**src/pfrc_pkg.sv**
```systemverilog
`timescale 1ns / 1ps
// ----------------------------------------------------------------------------
// pfrc_pkg
// Shared types and constants for the synthesizer register word calculator.
// ----------------------------------------------------------------------------
package pfrc_pkg;

  localparam int FREQ_W = 16;
  localparam int WORD_W = 32;
  localparam int M_W    = 13;
  localparam int V_W    = 18;
  localparam int Q_W    = 9;
  localparam int INT_W  = 8;
  localparam int FRAC_W = 10;
  localparam int K_W    = 3;
  localparam int A_W    = 2;
  localparam int CFG_AW = 2;

  localparam logic [FREQ_W-1:0] FREQ_MIN  = 16'd350;
  localparam logic [FREQ_W-1:0] FREQ_MAX  = 16'd44000;
  localparam logic [18:0]       VCO_LOW   = 19'd2200;
  localparam logic [18:0]       VCO_HIGH  = 19'd4400;
  localparam logic [K_W-1:0]    MAX_K     = 3'd6;
  localparam logic [16:0]       RECIP_10  = 17'd52429;
  localparam logic [12:0]       RECIP_1000 = 13'd4194;
  localparam logic [9:0]        MOD_START = 10'd1000;
  localparam logic [7:0]        RECIP_5   = 8'd205;

  localparam logic [CFG_AW-1:0] REG_MOD_BASE = 2'd0;
  localparam logic [CFG_AW-1:0] REG_DIV_BASE = 2'd1;
  localparam logic [CFG_AW-1:0] REG_RF_OFF   = 2'd2;

  localparam logic [WORD_W-1:0] MOD_BASE_RST = 32'h0000_8001;
  localparam logic [WORD_W-1:0] DIV_BASE_RST = 32'h008C_803C;
  localparam logic [WORD_W-1:0] RF_OFF_RST   = 32'h00EC_801C;

  localparam logic [1:0] WORD_RF_OFF = 2'd0;
  localparam logic [1:0] WORD_R1     = 2'd1;
  localparam logic [1:0] WORD_R0     = 2'd2;
  localparam logic [1:0] WORD_R4     = 2'd3;

  typedef struct packed {
    logic [V_W-1:0] v;
    logic [K_W-1:0] k;
  } pfrc_vk_t;

  typedef struct packed {
    logic [INT_W-1:0]  int_part;
    logic [FRAC_W-1:0] frac;
    logic [K_W-1:0]    k;
  } pfrc_if_t;

  typedef struct packed {
    logic [INT_W-1:0]  int_part;
    logic [FRAC_W-1:0] frac;
    logic [FRAC_W-1:0] modv;
    logic [K_W-1:0]    k;
  } pfrc_res_t;

  typedef struct packed {
    logic [WORD_W-1:0] mod_base;
    logic [WORD_W-1:0] div_base;
    logic [WORD_W-1:0] rf_off;
  } pfrc_cfg_t;

endpackage

```
**src/pfrc_divsel.sv**
```systemverilog
`timescale 1ns / 1ps
// ----------------------------------------------------------------------------
// pfrc_divsel
// Clamp the frequency, pick the output divider exponent and scale to v.
// ----------------------------------------------------------------------------
module pfrc_divsel
  import pfrc_pkg::*;
(
  input  logic              clk,
  input  logic              rst_n,
  input  logic              en,
  input  logic              in_valid,
  input  logic [FREQ_W-1:0] in_freq,
  output logic              out_valid,
  output pfrc_vk_t          out_data
);

  logic              v1_r;
  logic [FREQ_W-1:0] f1_r;
  logic [M_W-1:0]    m1_r;
  logic              v2_r;
  pfrc_vk_t          d2_r;

  logic [FREQ_W-1:0] f_c;
  logic [32:0]       m_prod;
  logic [K_W-1:0]    k_nxt;
  logic [23:0]       v_wide;

  always_comb begin
    f_c = in_freq;
    if (in_freq < FREQ_MIN) f_c = FREQ_MIN;
    if (in_freq > FREQ_MAX) f_c = FREQ_MAX;
    m_prod = 33'(f_c) * 33'(RECIP_10);
  end

  always_comb begin
    logic [18:0] p;
    k_nxt = MAX_K;
    for (int j = 6; j >= 0; j--) begin
      p = 19'(m1_r) << j;
      if (p >= VCO_LOW && p <= VCO_HIGH) k_nxt = K_W'(j);
    end
    v_wide = 24'(f1_r) << ({1'b0, k_nxt} + 4'd2);
  end

  always_ff @(posedge clk) begin
    if (!rst_n) begin
      v1_r <= 1'b0;
      v2_r <= 1'b0;
    end else if (en) begin
      v1_r <= in_valid;
      v2_r <= v1_r;
    end
  end

  always_ff @(posedge clk) begin
    if (en) begin
      f1_r   <= f_c;
      m1_r   <= m_prod[31:19];
      d2_r.v <= v_wide[V_W-1:0];
      d2_r.k <= k_nxt;
    end
  end

  assign out_valid = v2_r;
  assign out_data  = d2_r;

endmodule

```
**src/pfrc_split.sv**
```systemverilog
`timescale 1ns / 1ps
// ----------------------------------------------------------------------------
// pfrc_split
// Split v into INT and FRAC by a reciprocal multiply and one correction.
// ----------------------------------------------------------------------------
module pfrc_split
  import pfrc_pkg::*;
(
  input  logic     clk,
  input  logic     rst_n,
  input  logic     en,
  input  logic     in_valid,
  input  pfrc_vk_t in_data,
  output logic     out_valid,
  output pfrc_if_t out_data
);

  logic           v3_r;
  pfrc_vk_t       d3_r;
  logic [Q_W-1:0] q3_r;
  logic           v4_r;
  pfrc_if_t       d4_r;

  logic [30:0] q_prod;
  logic [18:0] r_full;
  logic [Q_W-1:0] q_fix;
  logic [10:0] r_fix;

  always_comb begin
    q_prod = 31'(in_data.v) * 31'(RECIP_1000);
    r_full = 19'(d3_r.v) - 19'(q3_r) * 19'(MOD_START);
    q_fix  = q3_r;
    r_fix  = r_full[10:0];
    if (r_full[10:0] >= 11'(MOD_START)) begin
      q_fix = q3_r + 1'b1;
      r_fix = r_full[10:0] - 11'(MOD_START);
    end
  end

  always_ff @(posedge clk) begin
    if (!rst_n) begin
      v3_r <= 1'b0;
      v4_r <= 1'b0;
    end else if (en) begin
      v3_r <= in_valid;
      v4_r <= v3_r;
    end
  end

  always_ff @(posedge clk) begin
    if (en) begin
      d3_r          <= in_data;
      q3_r          <= q_prod[30:22];
      d4_r.int_part <= q_fix[INT_W-1:0];
      d4_r.frac     <= r_fix[FRAC_W-1:0];
      d4_r.k        <= d3_r.k;
    end
  end

  assign out_valid = v4_r;
  assign out_data  = d4_r;

endmodule

```
**src/pfrc_reduce.sv**
```systemverilog
`timescale 1ns / 1ps
// ----------------------------------------------------------------------------
// pfrc_reduce
// Reduce FRAC/MOD by common factors of five, then of two.
// ----------------------------------------------------------------------------
module pfrc_reduce
  import pfrc_pkg::*;
(
  input  logic      clk,
  input  logic      rst_n,
  input  logic      en,
  input  logic      in_valid,
  input  pfrc_if_t  in_data,
  output logic      out_valid,
  output pfrc_res_t out_data
);

  localparam int STEPS = 3;

  logic              sv_r [STEPS];
  pfrc_if_t          sd_r [STEPS];
  logic [A_W-1:0]    sa_r [STEPS];
  pfrc_if_t          sd_in [STEPS];
  logic [A_W-1:0]    sa_in [STEPS];
  pfrc_if_t          sd_nxt [STEPS];
  logic [A_W-1:0]    sa_nxt [STEPS];
  logic              v8_r;
  pfrc_res_t         d8_r;

  logic [1:0]        tz;
  logic [FRAC_W-1:0] mod5;

  always_comb begin
    logic [17:0] prod;
    logic [7:0]  q5;
    for (int s = 0; s < STEPS; s++) begin
      sd_in[s] = (s == 0) ? in_data : sd_r[(s == 0) ? 0 : s - 1];
      sa_in[s] = (s == 0) ? '0 : sa_r[(s == 0) ? 0 : s - 1];
      prod      = 18'(sd_in[s].frac) * 18'(RECIP_5);
      q5        = prod[17:10];
      sd_nxt[s] = sd_in[s];
      sa_nxt[s] = sa_in[s];
      if ((10'(q5) * 10'd5) == sd_in[s].frac) begin
        sd_nxt[s].frac = 10'(q5);
        sa_nxt[s]      = sa_in[s] + 1'b1;
      end
    end
  end

  always_comb begin
    logic [FRAC_W-1:0] fr;
    fr = sd_r[STEPS-1].frac;
    if (fr[0])      tz = 2'd0;
    else if (fr[1]) tz = 2'd1;
    else if (fr[2]) tz = 2'd2;
    else            tz = 2'd3;
    unique case (sa_r[STEPS-1])
      2'd0:    mod5 = 10'd1000;
      2'd1:    mod5 = 10'd200;
      2'd2:    mod5 = 10'd40;
      default: mod5 = 10'd8;
    endcase
  end

  always_ff @(posedge clk) begin
    if (!rst_n) begin
      for (int s = 0; s < STEPS; s++) sv_r[s] <= 1'b0;
      v8_r <= 1'b0;
    end else if (en) begin
      sv_r[0] <= in_valid;
      for (int s = 1; s < STEPS; s++) sv_r[s] <= sv_r[s-1];
      v8_r <= sv_r[STEPS-1];
    end
  end

  always_ff @(posedge clk) begin
    if (en) begin
      for (int s = 0; s < STEPS; s++) begin
        sd_r[s] <= sd_nxt[s];
        sa_r[s] <= sa_nxt[s];
      end
      d8_r.int_part <= sd_r[STEPS-1].int_part;
      d8_r.frac     <= sd_r[STEPS-1].frac >> tz;
      d8_r.modv     <= mod5 >> tz;
      d8_r.k        <= sd_r[STEPS-1].k;
    end
  end

  assign out_valid = v8_r;
  assign out_data  = d8_r;

endmodule

```
**src/pfrc_serdes.sv**
```systemverilog
`timescale 1ns / 1ps
// ----------------------------------------------------------------------------
// pfrc_serdes
// Hold one result and send its four register words, one per transfer.
// ----------------------------------------------------------------------------
module pfrc_serdes
  import pfrc_pkg::*;
(
  input  logic              clk,
  input  logic              rst_n,
  input  pfrc_cfg_t         cfg,
  input  logic              in_valid,
  input  pfrc_res_t         in_data,
  output logic              take,
  output logic              out_tvalid,
  input  logic              out_tready,
  output logic [WORD_W-1:0] out_tdata,
  output logic              out_tlast
);

  logic      busy_r;
  logic [1:0] idx_r;
  pfrc_res_t res_r;
  logic      fire;

  assign fire = busy_r && out_tready;
  assign take = !busy_r || (fire && idx_r == WORD_R4);

  always_ff @(posedge clk) begin
    if (!rst_n) begin
      busy_r <= 1'b0;
      idx_r  <= WORD_RF_OFF;
    end else if (take) begin
      busy_r <= in_valid;
      idx_r  <= WORD_RF_OFF;
    end else if (fire) begin
      idx_r <= idx_r + 1'b1;
    end
  end

  always_ff @(posedge clk) begin
    if (take && in_valid) res_r <= in_data;
  end

  always_comb begin
    unique case (idx_r)
      WORD_RF_OFF: out_tdata = cfg.rf_off;
      WORD_R1:     out_tdata = cfg.mod_base + (32'(res_r.modv) << 3);
      WORD_R0:     out_tdata = (32'(res_r.int_part) << 15) + (32'(res_r.frac) << 3);
      default:     out_tdata = cfg.div_base + (32'(res_r.k) << 20);
    endcase
  end

  assign out_tvalid = busy_r;
  assign out_tlast  = (idx_r == WORD_R4);

`ifndef SYNTH
  a_last_wraps: assert property (@(posedge clk) disable iff (!rst_n)
    (fire && out_tlast) |=> (idx_r == WORD_RF_OFF))
    else $error("word index did not wrap after last word");

  a_idx_steps: assert property (@(posedge clk) disable iff (!rst_n)
    (fire && !out_tlast) |=> (idx_r == $past(idx_r) + 2'd1) && busy_r)
    else $error("word index did not advance");

  a_hold: assert property (@(posedge clk) disable iff (!rst_n)
    (busy_r && !out_tready) |=> (busy_r && $stable(idx_r)))
    else $error("result dropped while stalled");
`endif

endmodule

```
**src/pll_frequency_register_calc.sv**
```systemverilog
`timescale 1ns / 1ps
// A request's first word is offered once it has left the 8-stage pipeline.
// The pipeline takes an item every cycle unless the four-word output sequencer
//   stalls it, as it does while a request's words are still being sent.
// Reset: synchronous active-low rst_n clears all valid bits and the sequencer
//   and loads the configuration registers with their default words.
// ----------------------------------------------------------------------------
// pll_frequency_register_calc
// Convert a target frequency into the four synthesizer register words.
// ----------------------------------------------------------------------------
module pll_frequency_register_calc
  import pfrc_pkg::*;
(
  input  logic              clk,
  input  logic              rst_n,
  input  logic              in_tvalid,
  output logic              in_tready,
  input  logic [15:0]       in_tdata,   // [15:0] freq_tenths_mhz
  output logic              out_tvalid,
  input  logic              out_tready,
  output logic [31:0]       out_tdata,  // [31:0] reg_word
  output logic              out_tlast,
  input  logic              cfg_we,
  input  logic [CFG_AW-1:0] cfg_addr,
  input  logic [WORD_W-1:0] cfg_wdata
);

  pfrc_cfg_t cfg_r;
  logic      en;
  logic      take;
  logic      ds_valid;
  pfrc_vk_t  ds_data;
  logic      sp_valid;
  pfrc_if_t  sp_data;
  logic      rd_valid;
  pfrc_res_t rd_data;

  always_ff @(posedge clk) begin
    if (!rst_n) begin
      cfg_r.mod_base <= MOD_BASE_RST;
      cfg_r.div_base <= DIV_BASE_RST;
      cfg_r.rf_off   <= RF_OFF_RST;
    end else if (cfg_we) begin
      if (cfg_addr == REG_MOD_BASE) cfg_r.mod_base <= cfg_wdata;
      if (cfg_addr == REG_DIV_BASE) cfg_r.div_base <= cfg_wdata;
      if (cfg_addr == REG_RF_OFF)   cfg_r.rf_off   <= cfg_wdata;
    end
  end

  assign en        = !rd_valid || take;
  assign in_tready = en;

  pfrc_divsel u_divsel (
    .clk       (clk),
    .rst_n     (rst_n),
    .en        (en),
    .in_valid  (in_tvalid),
    .in_freq   (in_tdata),
    .out_valid (ds_valid),
    .out_data  (ds_data)
  );

  pfrc_split u_split (
    .clk       (clk),
    .rst_n     (rst_n),
    .en        (en),
    .in_valid  (ds_valid),
    .in_data   (ds_data),
    .out_valid (sp_valid),
    .out_data  (sp_data)
  );

  pfrc_reduce u_reduce (
    .clk       (clk),
    .rst_n     (rst_n),
    .en        (en),
    .in_valid  (sp_valid),
    .in_data   (sp_data),
    .out_valid (rd_valid),
    .out_data  (rd_data)
  );

  pfrc_serdes u_serdes (
    .clk        (clk),
    .rst_n      (rst_n),
    .cfg        (cfg_r),
    .in_valid   (rd_valid),
    .in_data    (rd_data),
    .take       (take),
    .out_tvalid (out_tvalid),
    .out_tready (out_tready),
    .out_tdata  (out_tdata),
    .out_tlast  (out_tlast)
  );

endmodule
```
**config.mk**
```make
export PLATFORM = sky130hd
export DESIGN_NAME = pll_frequency_register_calc
export DESIGN_NICKNAME = d
export VERILOG_FILES = /design/src/pfrc_pkg.sv /design/src/pfrc_divsel.sv /design/src/pfrc_split.sv /design/src/pfrc_reduce.sv /design/src/pfrc_serdes.sv /design/src/pll_frequency_register_calc.sv
export SDC_FILE = /design/constraint.sdc
export NUM_CORES = 1
export LEC_CHECK = 0
export ABC_AREA = 1
export BUFFER_PORTS_ARGS = -buffer_cell sky130_fd_sc_hd__buf_2
export CAP_MARGIN = 20
export CORE_MARGIN = 3
export CORE_UTILIZATION = 51
export CTS_CLUSTER_DIAMETER = 120
export CTS_CLUSTER_SIZE = 30
export DETAILED_ROUTE_END_ITERATION = 10
export GPL_ROUTABILITY_DRIVEN = 0
export PLACE_DENSITY = 0.78
export RECOVER_POWER = 50
export SYNTH_ARGS = -nofsm -noshare
export SYNTH_HDL_FRONTEND = slang
export SYNTH_HIERARCHICAL = 1
export SYNTH_SLANG_ARGS = --single-unit
```
**constraint.sdc**
```tcl
create_clock -name clk -period 10.5 [get_ports clk]
set_clock_uncertainty 0.2 [all_clocks]
set_input_delay 2.1 -clock clk [delete_from_list [all_inputs] [get_ports clk]]
set_output_delay 2.1 -clock clk [all_outputs]
set_load 0.02 [all_outputs]
```
==> results.json, run 1 <==
{
  "status": "finished, violations left",
  "violations_in_the_final_reports": "max-capacitance violations, max-slew violations",
  "grt-ovfl-total": 0,
  "max_slew_violation_total_from_the_final_report": 225,
  "cpLargestDelayFamily": "adder cells",
  "postSynth.topFlopCell": "edfxtp_1",
  "maximum_number_of_pins_on_one_net_before_global_route_repair": 107,
  "timing.setup.tns_ps": 0,
  "min_period_over_period_pct": 80.9,
  "netlist_top_cells_count": "848 x nand2_1, 737 x inv_1, 440 x ha_1",
  "timing.critical_path.to_type": "register",
  "cts.clk_slew.worst_paths_ps": 110,
  "maxSlewHeadroom_pct": -215,
  "yosys-top-cells-area": "edfxtp_1 22%, ha_1 18%, fa_1 10%, nand2_1 10%, inv_1 8.8%",
  "syn-num-nets": 4612,
  "crit_slowest_cell": "fa_1",
  "num-fill-cells": 5482,
  "final.min_clock_period_ps": 8490,
  "initial_core_util_pct": 51.7,
  "post_cts_hold_buffer_count": 0,
  "timing.critical_path.buf_inv": 8,
  "timing.critical_path.depth": 30,
  "buffers_inserted_by_post_cts_timing_repair": 0,
  "most_numerous_cell_in_the_yosys_netlist": "nand2_1",
  "worst-slew-pin-transition_ps": 4720,
  "first_global_vias": 24500,
  "synthesis.area_per_instance_sq_um": 7.91,
  "fp.dieArea_sq_um": 64300,
  "cap_viol_max_count": 5,
  "drt-initial-drc-count": 1963,
  "hold_violations": 0,
  "synth_enable_flop_cells": 226,
  "arrival_ps": 8600,
  "port_buffers": 89,
  "yosysWarnings": 6,
  "synth-async-reset-ratio_pct": 0,
  "avgViaCountPerCell": 5.37,
  "netlist-cell-type-count": 62,
  "multi_input_gate_area_sq_um": 19100,
  "synthesis.instances": 3953,
  "routed-via-count": 25700,
  "final_net_count": 4647,
  "clk-insertion-delay-late_ps": 550,
  "cp-start-kind": "input pin",
  "max_stage_delay_ps": 550,
  "routed_wl_mm": 71.1,
  "htree_num_levels": 1,
  "flow.area_growth_from_synthesis_pct": 5.10,
  "fmax_ghz": 0.118,
  "synth.top_cell.area_share_pct": 21.7,
  "place.detailed.hpwl_mm": 56.1,
  "wire_length_of_the_first_global_routing_pass_mm": 117,
  "reg2regPathDepth": 30,
  "worstPathRequired_ps": 10610,
  "post_cts_resize_count": 0,
  "core_area_sq_um": 60500,
  "report.final.setup_viol": 0,
  "route.detailed.drc": 0,
  "synth.largest_area_cell": "edfxtp_1",
  "seqCellArea_sq_um": 8870,
  "global_route.usage.total_pct": 22.0,
  "detailedRoute.firstPassIterationCount": 6,
  "synth-seq-area-share_pct": 28.4,
  "design.portCount": 90,
  "peak_fanout_along_the_critical_path": 10,
  "syn_area_sq_um": 31300,
  "postSynthRegisterBits": 330,
  "cts.root.buffer_cell": "clkbuf_16",
  "worst-setup-path-type": "input pin to register",
  "min_path_cells": 0,
  "cts_tree": "done",
  "drive_above_1_share_pct": 5.48,
  "die_h_microns": 254,
  "number_of_buffers_created_by_cts": 16,
  "routedWlPerCell_microns": 14.9,
  "hold-worst-slack_ps": 213,
  "grt_setup_unrepaired": "false",
  "ant_cells": 0,
  "detail-route-antenna-nets": 0,
  "antenna_found_initial": 0,
  "max-clock-path-buffers": 3,
  "chipWidth_microns": 254,
  "fp-row-count": 90,
  "cts_num_sinks": 330,
  "holdCritPathClass": "register to register"
}
==> placed cells by master, fill, tap and decap left out, types with 9 or more instances in the layout <==
master     instances
nand3_2           13
buf_4             10
xor2_1            40
nand3_1          349
o21bai_1          10
a31oi_1           10
clkbuf_1          12
a21oi_1          191
fa_1             164
nor2_4             9
nand2_2           19
o21ai_0           77
or2_2             10
buf_2             85
inv_1            738
nand3b_1          18
nor3_1            31
nand2_1          851
inv_2             16
dfxtp_1          104
a221oi_1          16
nor2_1           345
edfxtp_1         226
nor2_2             9
clkbuf_16         17
ha_1             439
nand4_1           66
xnor2_1           26
a21o_1            16
==> final timing paths <==
path | to | startpoint | slack [ps]
min reg2reg | u_reduce/sd_r[0][1]$_DFFE_PP_ | u_split/out_data[1]$_DFFE_PP_ | 210
max | u_divsel/m1_r[9]$_DFFE_PP_ | in_tdata[15] | 2010
min | u_reduce/sd_r[0][1]$_DFFE_PP_ | u_split/out_data[1]$_DFFE_PP_ | 210
max reg2reg | u_reduce/sd_r[0][48]$_DFFE_PP_ | u_reduce/sd_r[0][27]$_DFFE_PP_ | 3530
==> cells by family (layout without fill, tap and decap cells) <==
family,count (synthesis),count (layout),share of synthesized area [%]
AO/OA/AOI/OAI,363,363,6.65
XOR/XNOR,68,68,2.00
adder cells (fa/ha/maj),604,604,28.1
buffers and inverters,840,885,10.4
flip-flops,330,330,28.4
multiplexers,1,1,0.0320
AND/OR/NAND/NOR,1747,1747,24.4
==> through the flow <==
stage / worst slack [ps] / std cells / instance area [sq um] / utilization (%)
finish: 2010 / 4780 / 32900 / 54.4
global route: 1330 / 4780 / 32900 / 54.4
CTS: 2350 / 4780 / 32900 / 54.4
detailed placement: 1770 / 4752 / 32400 / 53.6
global placement: 1890 / 4752 / 32400 / 53.6
floorplan: 1410 / 3953 / 31300 / -
==> metal layers <==
layer  vias up  share of wire (%)  GRT usage (%)
met5         -                  0              0
met3       120                5.7           2.24
met1     11900                 44           29.3
met4         0                2.4           5.68
met2       770                 48           38.3
li1      12800                  -              -
==> sequential cells by signal, summed over array words and instances, names as in the netlist, 8 cells and up <==
name,count
cfg_r,96
u_divsel/f1_r,16
u_divsel/m1_r,13
u_divsel/out_data,21
u_reduce/out_data,31
u_reduce/sd_r,63
u_serdes/res_r,31
u_split/d3_r,14
u_split/out_data,21
u_split/q3_r,8
==> cell type report <==
class,instances,share of cell area (%)
multi-input cells,2783,58.2
flip-flops and latches,330,27.0
inverters,757,8.64
well taps,782,2.98
repair buffers,100,1.58
clock buffers,24,1.37
clock inverters,4,0.240
==> worst reg2reg max path: cells and delay by family, from the launching register on <==
kind,cells,cell delay [ps]
XOR/XNOR,1,330
adder cells (fa/ha/maj),8,3200
flip-flops,1,530
AND/OR/NAND/NOR,12,1420
buffers and inverters,6,450
AO/OA/AOI/OAI,3,590
Power of run 1 is left out: the tool's default activity adds up to more than one toggle a clock period on the data nets, which glitch-free logic cannot reach.
==> run 2: changes to the inputs <==
PLACE_DENSITY = 0.81   (was 0.78)
clock period = 6.9 ns   (was 10.5 ns; I/O delays follow)
==> run 2 against run 1 <==
Against the previous run:
- the run still ends with max-capacitance violations, max-slew violations left
- final area increased by 4.5%
- first-iteration DRC count is 5.6% lower
- via count is 2.7% higher
- non-clock buffer count up 135
- register-to-register slack worse by 3200 ps
==> results.json, run 2 (synthesis gave the netlist of run 1 again) <==
{
  "most_frequent_cells_in_the_layout": "834 x nand2_1, 716 x inv_1, 423 x ha_1, 347 x nand3_1, 338 x nor2_1",
  "detailedRoute.firstPassIterationCount": 8,
  "report.final.setup_viol": 0,
  "number_of_buffers_created_by_cts": 15,
  "cpLargestDelayFamily": "adder cells",
  "use_met3_pct": 2.49,
  "routed_wl_mm": 73.6,
  "place.detailed.hpwl_mm": 57.8,
  "peak_fanout_along_the_critical_path": 7,
  "min_period_over_period_pct": 97.3,
  "avgViaCountPerCell": 5.36,
  "use_met2_pct": 40.2,
  "cts_num_sinks": 330,
  "dp.cells": 4867,
  "timing.critical_path.to_type": "register",
  "drt-initial-drc-count": 1854,
  "design.portCount": 90,
  "fp.dieArea_sq_um": 64300,
  "wire_length_of_the_first_global_routing_pass_mm": 120,
  "arrival_ps": 6800,
  "maximum_number_of_pins_on_one_net_before_global_route_repair": 124,
  "grt-ovfl-total": 0,
  "worstPathRequired_ps": 6990,
  "met1_usage_grt_pct": 28.9,
  "antenna_found_initial": 0,
  "chipWidth_microns": 254,
  "largest_register_ffs": 96,
  "detail-route-antenna-nets": 0,
  "flow.area_growth_from_synthesis_pct": 9.80,
  "global_route.usage.total_pct": 22.4,
  "final.min_clock_period_ps": 6710,
  "port_buffers": 89,
  "worst-slew-pin-transition_ps": 4590,
  "max_slew_violation_total_from_the_final_report": 151,
  "final_common_cell": "nand2_1",
  "clk-insertion-delay-late_ps": 530,
  "post_layout_nonfiller_instances": 4912,
  "holdCritPathClass": "register to register",
  "htree_num_levels": 1,
  "fp-row-count": 90,
  "cts.clk_slew.worst_paths_ps": 120,
  "cp-start-kind": "input pin",
  "final_net_count": 4781,
  "ant_cells": 0,
  "route.detailed.drc": 0,
  "maxSlewHeadroom_pct": -206,
  "initial_core_util_pct": 51.7,
  "reg2reg_setup_slack_ps": 320,
  "cts_tree": "done",
  "routed-via-count": 26300,
  "drive_above_1_share_pct": 10.5,
  "post_cts_hold_buffer_count": 0,
  "core_area_sq_um": 60500,
  "worst-setup-path-type": "input pin to register",
  "first_global_vias": 25300,
  "max-clock-path-buffers": 3,
  "grt-busiest-layer": "met2",
  "timing.critical_path.buf_inv": 10,
  "cts.root.buffer_cell": "clkbuf_16",
  "fmax_ghz": 0.149,
  "hold_violations": 0,
  "path_common_cell": "fa_1",
  "max_stage_delay_ps": 530,
  "routedWlPerCell_microns": 15.0,
  "cap_viol_max_count": 3,
  "most_flops_register": "cfg_r",
  "violations_in_the_final_reports": "max-capacitance violations, max-slew violations",
  "status": "finished, violations left",
  "crit_slowest_cell": "fa_1",
  "biggestRegsByFlops": "cfg_r: 96 flops, u_reduce/sd_r: 63 flops",
  "die_h_microns": 254
}
run 2: changes by cell type in the layout (fill, tap and decap cells not counted), sizes merged:
cell      previous run  this run
buf                 95       231
inv                756       755
clkbuf              29        26
clkinvlp             0         1
clkinv               5         4
run 2: path summary, 6_finish.rpt:
kind	start	end	cells after the start
worst max-delay path	in_tdata[15]	u_divsel/m1_r[9]$_DFFE_PP_	30
worst min register to register	u_reduce/out_data[19]$_DFFE_PP_	u_serdes/res_r[19]$_DFFE_PP_	0
worst max register to register	u_split/out_data[6]$_DFFE_PP_	u_reduce/sd_r[0][6]$_DFFE_PP_	28
worst min-delay path	u_reduce/out_data[19]$_DFFE_PP_	u_serdes/res_r[19]$_DFFE_PP_	0
run 2: layer usage:
layer / wire, microns / vias up
met4: 1780 / 0
met1: 31700 / 12300
met2: 36200 / 825
met5: 0 / -
li1: - / 13100
met3: 3980 / 122
run 2: through the flow:
step | setup TNS, ps | instance area (sq um) | hold WS [ps] | worst slack (ps) | util [%]
CTS | 0 | 34000 | 223 | 100 | 56.2
global route | -400 | 34300 | 235 | -81.4 | 56.8
global placement | -2750 | 33500 | 201 | -362 | 55.4
finish | 0 | 34300 | 216 | 190 | 56.8
detailed placement | -4100 | 33500 | 205 | -458 | 55.4
floorplan | -2.25 | 31600 | 200 | -2.25 | -
run 2: cell type report:
class | instances | area [sq um]
sequential | 330 | 8870
timing repair buffer | 235 | 1560
inverter | 757 | 2870
clock inverter | 3 | 45.0
multi-input combinational | 2783 | 19600
fill | 5221 | 26100
tap | 782 | 978
clock buffer | 22 | 412
run 2: timing repair:
item	in CTS	in global routing
resized for setup	0	53
setup buffers	0	20
setup endpoints to repair	0	25
Power of run 2 is left out for the same reason.
==> run 3: changes to the inputs <==
RECOVER_POWER = default   (was 50)
==> run 3 against run 2 <==
Against the previous run:
- the flow now finishes without violations
- critical path type unchanged
- critical path depth unchanged
- worst hold slack worse by 3.1 ps
- worst setup slack improved by 5.5 ps
- highest routed layer unchanged
- flip-flop and latch count is the same
- via count about the same
- register-to-register slack hardly changed
==> results.json, run 3 (synthesis gave the netlist of run 1 again) <==
{
  "cts_tree": "done",
  "dp.cells": 4867,
  "placed_area_sq_um": 33500,
  "num-fill-cells": 5216,
  "final_net_count": 4781,
  "cap_viol_max_count": 0,
  "clk-insertion-delay-late_ps": 530,
  "die_h_microns": 254,
  "maximum_number_of_pins_on_one_net_before_global_route_repair": 124,
  "final.min_clock_period_ps": 6700,
  "drive_above_1_share_pct": 10.6,
  "ant_cells": 0,
  "fp-row-count": 90,
  "multi_input_gate_area_sq_um": 19600,
  "peak_fanout_along_the_critical_path": 7,
  "port_buffers": 89,
  "finish.utilization_pct": 56.8,
  "maxSlewHeadroom_pct": 26.2,
  "post_cts_hold_buffer_count": 0,
  "hold_violations": 0,
  "grt-ovfl-total": 0,
  "fp.dieArea_sq_um": 64300,
  "route.detailed.drc": 0,
  "max_stage_delay_ps": 520,
  "most_flops_register": "cfg_r",
  "final_common_cell": "nand2_1",
  "fmax_ghz": 0.149,
  "routed-via-count": 26300,
  "wire_length_of_the_first_global_routing_pass_mm": 120,
  "seqCellArea_sq_um": 8870,
  "biggestRegsByFlops": "cfg_r: 96 flops, u_reduce/sd_r: 63 flops",
  "worst-slew-pin-transition_ps": 1110,
  "cts_num_sinks": 330,
  "cp-start-kind": "input pin",
  "worstPathRequired_ps": 6990,
  "design.portCount": 90,
  "path_common_cell": "fa_1",
  "setup_ws_ps": 195,
  "number_of_buffers_created_by_cts": 15,
  "max_slew_violation_total_from_the_final_report": 0,
  "drt-initial-drc-count": 1908,
  "detail-route-antenna-nets": 0,
  "global_route.usage.total_pct": 22.4,
  "crit_slowest_cell": "fa_1",
  "detailedRoute.firstPassIterationCount": 6,
  "routedWlPerCell_microns": 15.0,
  "cts.clk_slew.worst_paths_ps": 120,
  "timing.critical_path.to_type": "register",
  "cts.root.buffer_cell": "clkbuf_16",
  "worst-setup-path-type": "input pin to register",
  "post_layout_nonfiller_instances": 4912,
  "dp_slack_ps": -458,
  "avgViaCountPerCell": 5.36,
  "min_period_over_period_pct": 97.2,
  "most_frequent_cells_in_the_layout": "833 x nand2_1, 716 x inv_1, 423 x ha_1, 347 x nand3_1, 337 x nor2_1",
  "chipWidth_microns": 254,
  "flow.area_growth_from_synthesis_pct": 9.87,
  "htree_num_levels": 1,
  "largest_register_ffs": 96,
  "antenna_found_initial": 0,
  "holdCritPathClass": "register to register",
  "report.final.setup_viol": 0,
  "fin_area_sq_um": 34400,
  "arrival_ps": 6800,
  "routed_wl_mm": 73.6,
  "initial_core_util_pct": 51.7,
  "first_global_vias": 25300,
  "core_area_sq_um": 60500,
  "max-clock-path-buffers": 3,
  "status": "finished, final reports clean",
  "place.detailed.hpwl_mm": 57.8
}
==> run 3: cell count changes in the layout (fill, tap and decap cells not counted), sizes merged <==
cell / change
buf: +4
clkbuf: -4
==> run 3: final cells by class <==
class	count	share of cell area, %
Clock buffer	22	1.20
Clock inverter	3	0.131
Inverter	757	8.35
Multi-Input combinational cell	2783	57.1
Sequential cell	330	25.8
Tap cell	782	2.85
Timing Repair Buffer	235	4.59
==> run 3: metal layers <==
layer	up-vias	wire length, microns	track usage [%]
met5	-	0	0
met4	0	1800	5.73
met3	130	4040	2.49
met2	819	36100	40.2
met1	12300	31600	28.9
li1	13100	-	-
==> run 3: metrics by stage <==
stage	hold slack (ps)	TNS [ps]
detailed placement	205	-4100
finish	213	0
global placement	201	-2750
global route	235	-400
CTS	223	0
floorplan	200	-2.25
==> run 3: critical path: cells and delay by family <==
family                     cells  cell delay (ps)
adders and majority gates      7             2610
and+or+nand+nor               10             1320
buffers and inverters         10              810
AOI/OAI and AO/OA              2              510
xor gates and xnor gates       1              140
==> run 3: worst paths after layout <==
check / startpoint / endpoint / slack (ps) / depth (start not counted)
max: in_tdata[15] / u_divsel/m1_r[9]$_DFFE_PP_ / 200 / 30
min: u_reduce/out_data[19]$_DFFE_PP_ / u_serdes/res_r[19]$_DFFE_PP_ / 210 / 0
max reg2reg: u_split/out_data[6]$_DFFE_PP_ / u_reduce/sd_r[0][6]$_DFFE_PP_ / 330 / 28
min reg2reg: u_reduce/out_data[19]$_DFFE_PP_ / u_serdes/res_r[19]$_DFFE_PP_ / 210 / 0
==> run 3: repair_timing <==
item                       4_1_cts  5_1_grt
buffers inserted                 0       20
gates resized for setup          0       53
hold endpoints to repair         0        0
setup endpoints to repair        0       25
Power of run 3 is left out for the same reason.
